## config.mk

```make
export PLATFORM = sky130hd
export DESIGN_NAME = k_best_distance_list_unit
export DESIGN_NICKNAME = d
export VERILOG_FILES = /design/src/rtl/kbdl_pkg.sv /design/src/rtl/kbdl_cell.sv /design/src/rtl/k_best_distance_list_unit.sv
export SDC_FILE = /design/constraint.sdc
export NUM_CORES = 2
export LEC_CHECK = 0
export BUFFER_PORTS_ARGS = -buffer_cell sky130_fd_sc_hd__buf_2
export CORE_MARGIN = 2
export CORE_UTILIZATION = 55
export CTS_BUF_LIST = sky130_fd_sc_hd__clkbuf_4 sky130_fd_sc_hd__clkbuf_8
export CTS_CLUSTER_SIZE = 25
export DETAILED_ROUTE_END_ITERATION = 6
export GPL_ROUTABILITY_DRIVEN = 0
export HOLD_SLACK_MARGIN = 0.15
export PLACE_DENSITY = 0.75
export SYNTH_ARGS = -nofsm -noshare
export SYNTH_HDL_FRONTEND = slang
export SYNTH_SLANG_ARGS = --single-unit
```

## constraint.sdc

```tcl
create_clock -name clk -period 8.12 [get_ports clk]
set_input_delay 1.218 -clock clk [delete_from_list [all_inputs] [get_ports clk]]
set_output_delay 1.218 -clock clk [all_outputs]
set_load 0.005 [all_outputs]
```

## src/rtl/kbdl_pkg.sv

```systemverilog
`default_nettype none
package kbdl_pkg;

  localparam int MAX_NEIGHBORS = 16;
  localparam int RANK_W        = $clog2(MAX_NEIGHBORS);
  localparam int CNT_W         = $clog2(MAX_NEIGHBORS + 1);
  localparam int IDX_W         = 32;
  localparam int DIST_W        = 40;
  localparam int K_W           = 5;

  localparam logic [DIST_W-1:0] DIST_MAX = {DIST_W{1'b1}};
  localparam logic [K_W-1:0]    K_RESET  = K_W'(16);

  typedef enum logic [1:0] {
    ACT_CLEAR = 2'd0,
    ACT_OFFER = 2'd1,
    ACT_READ  = 2'd2
  } action_t;

  typedef struct packed {
    action_t             action;
    logic [IDX_W-1:0]    point_index;
    logic [DIST_W-1:0]   distance_sq;
    logic [RANK_W-1:0]   rank;
  } in_t;

  typedef struct packed {
    logic                accepted;
    logic [CNT_W-1:0]    entry_count;
    logic [DIST_W-1:0]   cutoff;
    logic                read_valid;
    logic [IDX_W-1:0]    read_index;
    logic [DIST_W-1:0]   read_distance;
  } out_t;

  typedef struct packed {
    logic [IDX_W-1:0]    idx;
    logic [DIST_W-1:0]   dist_sq;
  } entry_t;

  typedef struct packed {
    logic                offer_en;
    entry_t              cand;
  } cell_ctl_t;

  // clamp the written k to 1..MAX_NEIGHBORS
  function automatic logic [CNT_W-1:0] eff_k(input logic [K_W-1:0] k);
    logic [CNT_W-1:0] r;
    if (k == '0) begin
      r = CNT_W'(1);
    end else if (32'(k) > MAX_NEIGHBORS) begin
      r = CNT_W'(MAX_NEIGHBORS);
    end else begin
      r = CNT_W'(k);
    end
    return r;
  endfunction

endpackage
`default_nettype wire

```

## src/rtl/kbdl_cell.sv

```systemverilog
`default_nettype none
module kbdl_cell (
  input  wire                 clk,
  input  kbdl_pkg::cell_ctl_t ctl,
  input  wire                 occ,
  input  wire                 left_ins,
  input  kbdl_pkg::entry_t    left_ent,
  output logic                ins,
  output kbdl_pkg::entry_t    ent
);

  kbdl_pkg::entry_t ent_r;
  kbdl_pkg::entry_t ent_nxt;

  // candidate belongs here or further left
  assign ins = !(occ && (ent_r.dist_sq <= ctl.cand.dist_sq));
  assign ent = ent_r;

  always_comb begin
    ent_nxt = ent_r;
    if (ctl.offer_en) begin
      if (left_ins) begin
        ent_nxt = left_ent;
      end else if (ins) begin
        ent_nxt = ctl.cand;
      end
    end
  end

  always_ff @(posedge clk) begin
    ent_r <= ent_nxt;
  end

endmodule
`default_nettype wire

```

## src/rtl/k_best_distance_list_unit.sv

```systemverilog
`default_nettype none
// k best distance list. Keeps the k nearest offers sorted in a row of
// compare-and-shift cells. A new command can be started in every cycle once
// busy is low (busy is registered: high during reset, it clears once reset is
// released). Each command gives exactly one result on out_data with out_strobe,
// registered through p_valid_r and out_strobe_r after the transfer; the receiver
// cannot stall, so out_data must be taken in that cycle. Throughput is one command
// per cycle, as the cell row shifts with each accepted offer. Write k only while no
// command is in flight; cfg_ready is low while start is high.
module k_best_distance_list_unit (
  input  wire                              clk,
  input  wire                              rst_n,
  input  wire                              start,
  output logic                             busy,
  input  kbdl_pkg::in_t                    in_data,
  output logic                             out_strobe,
  output kbdl_pkg::out_t                   out_data,
  input  wire                              cfg_valid,
  output logic                             cfg_ready,
  input  wire [kbdl_pkg::K_W-1:0]          cfg_data
);

  localparam int N = kbdl_pkg::MAX_NEIGHBORS;

  logic                           busy_r;
  logic [kbdl_pkg::K_W-1:0]       k_r;
  logic [kbdl_pkg::CNT_W-1:0]     count_r;
  logic [kbdl_pkg::CNT_W-1:0]     count_nxt;
  logic                           p_valid_r;
  kbdl_pkg::action_t              p_act_r;
  logic [kbdl_pkg::RANK_W-1:0]    p_rank_r;
  logic                           p_acc_r;
  logic                           out_strobe_r;
  kbdl_pkg::out_t                 out_r;
  kbdl_pkg::out_t                 out_nxt;

  logic                           accept;
  logic                           cfg_wr;
  logic [kbdl_pkg::CNT_W-1:0]     k_eff;
  logic [kbdl_pkg::DIST_W-1:0]    cutoff_c;
  logic [kbdl_pkg::CNT_W-1:0]     last_pos;
  kbdl_pkg::cell_ctl_t            ctl;
  logic                           offer_ok;
  logic [N-1:0]                   occ;
  logic [N-1:0]                   ins;
  kbdl_pkg::entry_t               ent [N];
  logic                           sorted_ok;

  assign accept    = start && !busy_r;
  assign busy      = busy_r;
  assign cfg_ready = !busy_r && !start;
  assign cfg_wr    = cfg_valid && cfg_ready;
  assign k_eff     = kbdl_pkg::eff_k(k_r);
  assign last_pos  = count_r - kbdl_pkg::CNT_W'(1);
  assign cutoff_c  = ((count_r >= k_eff) && (count_r != '0)) ?
                     ent[last_pos[kbdl_pkg::RANK_W-1:0]].dist_sq : kbdl_pkg::DIST_MAX;

  assign offer_ok         = in_data.distance_sq < cutoff_c;
  assign ctl.offer_en     = accept && (in_data.action == kbdl_pkg::ACT_OFFER) && offer_ok;
  assign ctl.cand.idx     = in_data.point_index;
  assign ctl.cand.dist_sq = in_data.distance_sq;

  genvar gi;
  generate
    for (gi = 0; gi < N; gi++) begin : g_cell
      assign occ[gi] = count_r > kbdl_pkg::CNT_W'(gi);
      if (gi == 0) begin : g_head
        kbdl_cell u_cell (
          .clk      (clk),
          .ctl      (ctl),
          .occ      (occ[gi]),
          .left_ins (1'b0),
          .left_ent (ctl.cand),
          .ins      (ins[gi]),
          .ent      (ent[gi])
        );
      end else begin : g_body
        kbdl_cell u_cell (
          .clk      (clk),
          .ctl      (ctl),
          .occ      (occ[gi]),
          .left_ins (ins[gi-1]),
          .left_ent (ent[gi-1]),
          .ins      (ins[gi]),
          .ent      (ent[gi])
        );
      end
    end
  endgenerate

  always_comb begin
    count_nxt = count_r;
    if (cfg_wr) begin
      if (count_r > kbdl_pkg::eff_k(cfg_data)) begin
        count_nxt = kbdl_pkg::eff_k(cfg_data);
      end
    end else if (accept && (in_data.action == kbdl_pkg::ACT_CLEAR)) begin
      count_nxt = '0;
    end else if (ctl.offer_en && (count_r < k_eff)) begin
      count_nxt = count_r + kbdl_pkg::CNT_W'(1);
    end
  end

  always_comb begin
    out_nxt             = '0;
    out_nxt.entry_count = count_r;
    out_nxt.cutoff      = cutoff_c;
    case (p_act_r)
      kbdl_pkg::ACT_OFFER: begin
        out_nxt.accepted = p_acc_r;
      end
      kbdl_pkg::ACT_READ: begin
        if ({1'b0, p_rank_r} < count_r) begin
          out_nxt.read_valid    = 1'b1;
          out_nxt.read_index    = ent[p_rank_r].idx;
          out_nxt.read_distance = ent[p_rank_r].dist_sq;
        end
      end
      default: begin
      end
    endcase
  end

  always_ff @(posedge clk) begin
    if (!rst_n) begin
      busy_r       <= 1'b1;
      k_r          <= kbdl_pkg::K_RESET;
      count_r      <= '0;
      p_valid_r    <= 1'b0;
      out_strobe_r <= 1'b0;
    end else begin
      busy_r       <= 1'b0;
      count_r      <= count_nxt;
      p_valid_r    <= accept;
      out_strobe_r <= p_valid_r;
      if (cfg_wr) begin
        k_r <= cfg_data;
      end
    end
  end

  always_ff @(posedge clk) begin
    if (accept) begin
      p_act_r  <= in_data.action;
      p_rank_r <= in_data.rank;
      p_acc_r  <= ctl.offer_en;
    end
    out_r <= out_nxt;
  end

  assign out_strobe = out_strobe_r;
  assign out_data   = out_r;

  always_comb begin
    sorted_ok = 1'b1;
    for (int i = 0; i < N - 1; i++) begin
      if (occ[i+1] && (ent[i].dist_sq > ent[i+1].dist_sq)) begin
        sorted_ok = 1'b0;
      end
    end
  end

  a_count_le_k: assert property (@(posedge clk) disable iff (!rst_n)
    count_r <= k_eff) else $error("entry count above k");

  a_sorted: assert property (@(posedge clk) disable iff (!rst_n)
    sorted_ok) else $error("held entries out of order");

  a_result_follows: assert property (@(posedge clk) disable iff (!rst_n)
    accept |=> ##1 out_strobe_r) else $error("missing result two cycles after transfer");

  a_no_spurious: assert property (@(posedge clk) disable iff (!rst_n)
    out_strobe_r |-> $past(accept, 2)) else $error("result without a transfer");

  a_cutoff_max_when_short: assert property (@(posedge clk) disable iff (!rst_n)
    (count_r < k_eff) |-> (cutoff_c == kbdl_pkg::DIST_MAX))
    else $error("cutoff set while list not full");

endmodule
`default_nettype wire
```

* Word level (Yosys, flattened, before mapping)
Index checks and enable logic that the tools add are counted.
Cells by class: $add $sub $neg 2, magnitude comparators 41, eq/ne operators 19, multiplexer cells 48, bitwise operators 3, reductions and logical operators 49
Operators with widths (count):
- $mux 72 | 32
- $le 40x40->1 | 16
- $bmux 72 s4 | 2
- $mux 40 | 3
- $mux 73 | 1
- $mux 5 | 9
- $gt 5x4->1 const B | 8
- $lt 40x40->1 | 1
- $reduce_and 2->1 | 18
- $ne 2x2->1 const B | 15
- $logic_and 1x1->1 | 24
- $gt 5x3->1 const B | 4
- $ge 5x5->1 const B | 2
- $gt 5x1->1 const B | 2
- $gt 5x2->1 const B | 2
- $gt 5x5->1 const B | 2
- $logic_not 5->1 | 2
- $not 4->5 | 2
- $add 5x1->5 const B | 1
- $ge 5x5->1 | 1
- $gt 5x5->1 | 1
- $lt 4x5->1 | 1
- $lt 5x5->1 | 1
- $reduce_bool 5->1 | 1
- other kinds (9) | 11
Storage, ports and cells: bits in registers 1291, word-level logic and storage cells 208

* Depth between registers and ports, before layout
word-level depth 12, mapped depth 23, mapped depth without buffers 18

* Modules after synthesis
A second synthesis with hierarchy kept.
Unflattened totals: cells, all modules 6965, area, all modules 82313.9 um^2
By module, submodules not included:
- kbdl_cell at g_cell[0].g_head.u_cell ... | instances 13, cells each 344, area each 3968.8 um^2, sequential area each 2162.1 um^2
- k_best_distance_list_unit | instances 1, cells each 1461, area each 18790.5 um^2, sequential area each 2852.7 um^2
- kbdl_cell at g_cell[7].g_body.u_cell ... | instances 3, cells each 344, area each 3976.3 um^2, sequential area each 2162.1 um^2

* Worst setup path before layout
OpenSTA, ideal clock, no wires.
kind register -> register, from register count_r[0] (netlist name), to register g_cell[3].g_body.u_cell.ent_r, in the netlist g_cell[3].g_body.u_cell.ent[0], enable pin, arrival time 8023 ps, required time 7594 ps, slack -429 ps, cell stages (with the launch flop) 21, buffers on the path 7, period minus slack after synthesis 8549 ps, cells stage by stage dfxtp_1 > buf_2 > buf_2 > inv_1 > ha_1 > clkbuf_1 > clkbuf_1 > clkbuf_1 > mux4_2 > nand2_1 > nand3_1 > a21oi_1 > ha_1 > a2111o_1 > a31o_1 > o221a_2 > o2111ai_1 > nand2b_1 > clkbuf_1 > buf_1 > a21oi_1
On the way: cells in the longest elaborated chain, start to end 9, elaborated cells on any way between the ends 17, those cells by class add/sub: 1; order compare: 4; eq/ne: 1; mux: 4; bitwise: 1; reduce/logical: 6
RTL lines:
- start, declared | RTL line k_best_distance_list_unit.sv:27 | logic [kbdl_pkg::CNT_W-1:0] count_r;
- start signal, assigned | RTL line k_best_distance_list_unit.sv:133 | count_r <= count_nxt;
- $sub 4x1->4 | RTL line k_best_distance_list_unit.sv:54 | assign last_pos = count_r - kbdl_pkg::CNT_W'(1);
- $not 4->5 (not written as such) | RTL line k_best_distance_list_unit.sv:56 | ent[last_pos[kbdl_pkg::RANK_W-1:0]].dist_sq : kbdl_pkg::DIST_MAX;
- $bmux 72 s4 | RTL line k_best_distance_list_unit.sv:56
- $mux 40 (not written as such) (2 in series) | RTL line k_best_distance_list_unit.sv:56
- $mux 40 | RTL line k_best_distance_list_unit.sv:55 | assign cutoff_c = ((count_r >= k_eff) && (count_r != '0)) ?
- $lt 40x40->1 | RTL line k_best_distance_list_unit.sv:58 | assign offer_ok = in_data.distance_sq < cutoff_c;
- $logic_and 1x1->1 | RTL line k_best_distance_list_unit.sv:59 | assign ctl.offer_en = accept && (in_data.action == kbdl_pkg::ACT_OFFER) && offer_ok;
- $reduce_and 2->1 (no line) (*)
- end signal, assigned | RTL line kbdl_cell.sv:31 | ent_r <= ent_nxt;
- end, declared | RTL line kbdl_cell.sv:12 | kbdl_pkg::entry_t ent_r;
Mark *: on every way between the ends. The rest lies on a longest branch, timed or not. The select of a mux whose other input is x is not followed. A chain may end at the register's enable or synchronous reset.

==> impl_metrics.py <==
metrics = {
    "synth": {
        "synth.distinct_cells": 77,
        "syn_avg_cell_area_sq_um": 14.07,
        "yosysSeqAreaShare": 0.4648,
        "async_flop_share": 0,
        "netlist_instances": 5726,
        "synth-edff-count": 1159,
        "synth_area_sq_mm": 0.08056,
        "syn_nets": 6511,
        "synth_warnings": 0,
        "synth_ff_type": "edfxtp_1",
        "yosys_register_bits": 1291,
    },
    "worst_setup_path": {
        "start_kind": "flip-flop",
        "slowest_stage": "dfxtp_4",
        "arrival_ps": 8150,
        "timing.rr.start": "count_r[0]",
        "ff2ff_path_depth": 17,
        "endpoint_kind": "flip-flop",
        "cp.required_ps": 8770,
        "critPathMaxFanout": 40,
        "timing.rr.end": "g_cell[0].g_head.u_cell.ent[14]",
        "cp_slowest_stage_delay_ps": 730,
        "critical_path_class": "reg -> reg",
        "crit_path_start": "count_r[0]",
        "crit_end": "g_cell[0].g_head.u_cell.ent[14]",
        "r2r_slack_ps": 620,
        "crit_chain": "inv_1 -> ha_4 -> buf_12 -> mux4_2 -> nand2_1 -> nand3_1 -> a21oi_1 -> ha_1 -> o21ai_0 -> o21ai_0 -> or3_1 -> a211o_1 -> nand2b_2 -> buf_4 -> inv_2 -> and2_4 -> buf_12",
    },
    "cts": {
        "clk_pin_slew_worst_paths_ps": 60,
        "cts_tree": "built",
        "cts_num_sinks": 1291,
        "post_cts_resized": 0,
        "htreeDepth": 4,
        "cts_setup_buffers": 0,
        "clockBufferDepth": 3,
        "cts_buffers": 217,
        "cts_hold_buf": 0,
        "ctsRootBufferMaster": "clkbuf_8",
        "insertion_delay_ps": 1040,
    },
    "place": {
        "detailedPlacementHpwl_um": 185100,
        "portBuffers": 208,
    },
    "finish": {
        "layout_common_cells": "1159 x edfxtp_1, 922 x mux2_2, 697 x ha_1",
        "fin_nets": 6720,
        "fin_util": 0.6115,
        "final_common_cell": "edfxtp_1",
        "area_delta_synth_final_pct": 10.50,
        "layout-drive-gt1-share": 0.3691,
    },
    "detailed_routing": {
        "wl_um": 280500,
        "wl_per_cell_um": 34.83,
        "vias_per_cell": 7.330,
        "vias": 59030,
        "drt_first_pass_iters": 7,
        "drtIter0Drc": 8826,
        "ant_nets": 0,
        "drcViolationCount": 0,
    },
    "global_route": {
        "antenna_found_initial": 24,
        "grt_pass1_wl_um": 404100,
        "track_usage": 0.3693,
        "overflow": 0,
        "grt_start_max_net_pins": 101,
        "grt_pass1_vias": 57780,
    },
    "power_and_ir_drop": {
        "powerDensity_mw_per_mm2": 182.4,
        "power_frac_clock": 0.384,
        "p_switching_mw": 4.618,
        "swShare": 0.2845,
        "p_comb_frac": 0.154,
        "vdd_drop_max_mv": 0.1530,
        "seqPwrFrac": 0.462,
        "p_leak_nw": 32.33,
        "intPower_mw": 11.61,
    },
    "sta": {
        "maxSlewHeadroom": 0.03426,
        "fin_worst_skew_ps": 77.91,
        "setup_tns_ps": 0,
        "setup_viol": 0,
        "max_freq_ghz": 0.1334,
        "tightest_slew_ps": 1449,
        "rsz0062_at_grt": "false",
        "finalCritPeriodShare": 0.9234,
        "finalMaxSlewViolations": 0,
        "finalHoldViolCount": 0,
        "period_minus_slack_ps": 7498,
        "holdWs_ps": 393.5,
    },
    "floorplanning": {
        "core_area_sq_mm": 0.1456,
        "rows": 140,
        "die-area_sq_mm": 0.1495,
        "die_w_um": 386.7,
        "die_h_um": 386.7,
        "io_pins": 209,
        "start_util": 0.5534,
    },
    "worst_hold_path": {
        "min_path_type": "in -> reg",
    },
    "run": {
        "max-cap-violations": 0,
    },
    "outcome": {
        "status": "finished, final reports clean",
    },
}
stage by stage:
stage	instance area (sq um)	setup slack, ps	instances	power [mW]
2_1_floorplan	80560	-429.3	5726	9.144
3_3_place_gp	84410	996.0	7632	9.965
3_5_place_dp	84410	927.0	7632	10.02
4_1_cts	88970	908.6	8039	16.16
5_1_grt	88990	464.3	8044	16.62
6_report	89010	622.0	8053	16.23
layout make-up:
cell class	instances	area, sq um
multi-input cells	3949	41700
fillers	10930	56550
inverters	124	465.4
flip-flops and latches	1291	37450
clock inverters	91	705.7
clock buffers	316	3855
repair buffers	352	2410
well taps	1917	2399
diodes	13	32.53
registers in the layout, summed over array words and instances, names as in the netlist, 2 cells and up:
signal and cells:
p_rank_r 4, g_cell.g_head.u_cell.ent 72, count_r 5, k_r 5
g_cell.g_body.u_cell.ent 1080, out_data 119, p_act_r 2
cells by family after synthesis:
kind of cell | count (synthesis) | share of synthesized area
AO/OA/AOI/OAI | 757 | 0.05700
XOR/XNOR | 4 | 0.0004350
multiplexers | 1524 | 0.2875
buffers and inverters | 486 | 0.02365
adder cells (fa/ha/maj) | 698 | 0.1084
AND/OR/NAND/NOR | 966 | 0.05812
flip-flops | 1291 | 0.4648
layer usage:
layer | wire length (um) | GRT usage | vias to the layer above
met5 | 234 | 0 | -
met1 | 96910 | 0.4736 | 29280
met4 | 21840 | 0.2342 | 28
met2 | 120100 | 0.5384 | 5040
met3 | 41450 | 0.1245 | 1218
li1 | - | - | 23460
cell usage after synthesis (59+ instances only):
| cell | number | area share |
|---|---|---|
| nor2b_1 | 93 | 0.0072 |
| a21o_1 | 59 | 0.0055 |
| dfxtp_1 | 132 | 0.033 |
| clkbuf_1 | 244 | 0.011 |
| ha_1 | 698 | 0.11 |
| mux4_2 | 520 | 0.15 |
| buf_1 | 84 | 0.0039 |
| edfxtp_1 | 1159 | 0.43 |
| inv_1 | 122 | 0.0057 |
| nor2_1 | 100 | 0.0047 |
| nand3_1 | 163 | 0.010 |
| nand4_1 | 104 | 0.0081 |
| o21ai_0 | 240 | 0.015 |
| mux2_2 | 922 | 0.13 |
| nand2_1 | 373 | 0.017 |
| a21oi_1 | 234 | 0.015 |
how the worst min path moves through the flow:
stage / start / depth (start not counted) / endpoint / slack, ps
after floorplan: count_r[0] / 0 / out_data[113] / 370
after global placement: p_act_r[1] / 1 / out_data[118] / 420
after detailed placement: p_act_r[1] / 1 / out_data[118] / 420
after CTS: in_data[0] / 1 / p_rank_r[0] / 330
after global routing: in_data[0] / 1 / p_rank_r[0] / 370
final: in_data[0] / 1 / p_rank_r[0] / 390
power by group through the flow:
stage	logic [mW]	registers (mW)	clock network, mW
detailed placement	2.39	7.64	0
global placement	2.33	7.63	0
floorplan	1.55	7.59	0
finish	2.49	7.51	6.23
CTS	2.40	7.50	6.26
global route	2.59	7.51	6.52
worst max-delay path: cells and delay by family (launching register included):
kind            cells  cell delay, ps
simple gates        5            1610
flops               1             730
mux                 1             540
fa+ha+maj           2            1110
compound gates      4            1310
buf+inv             5            1640
(Power assumes the default switching activity.)
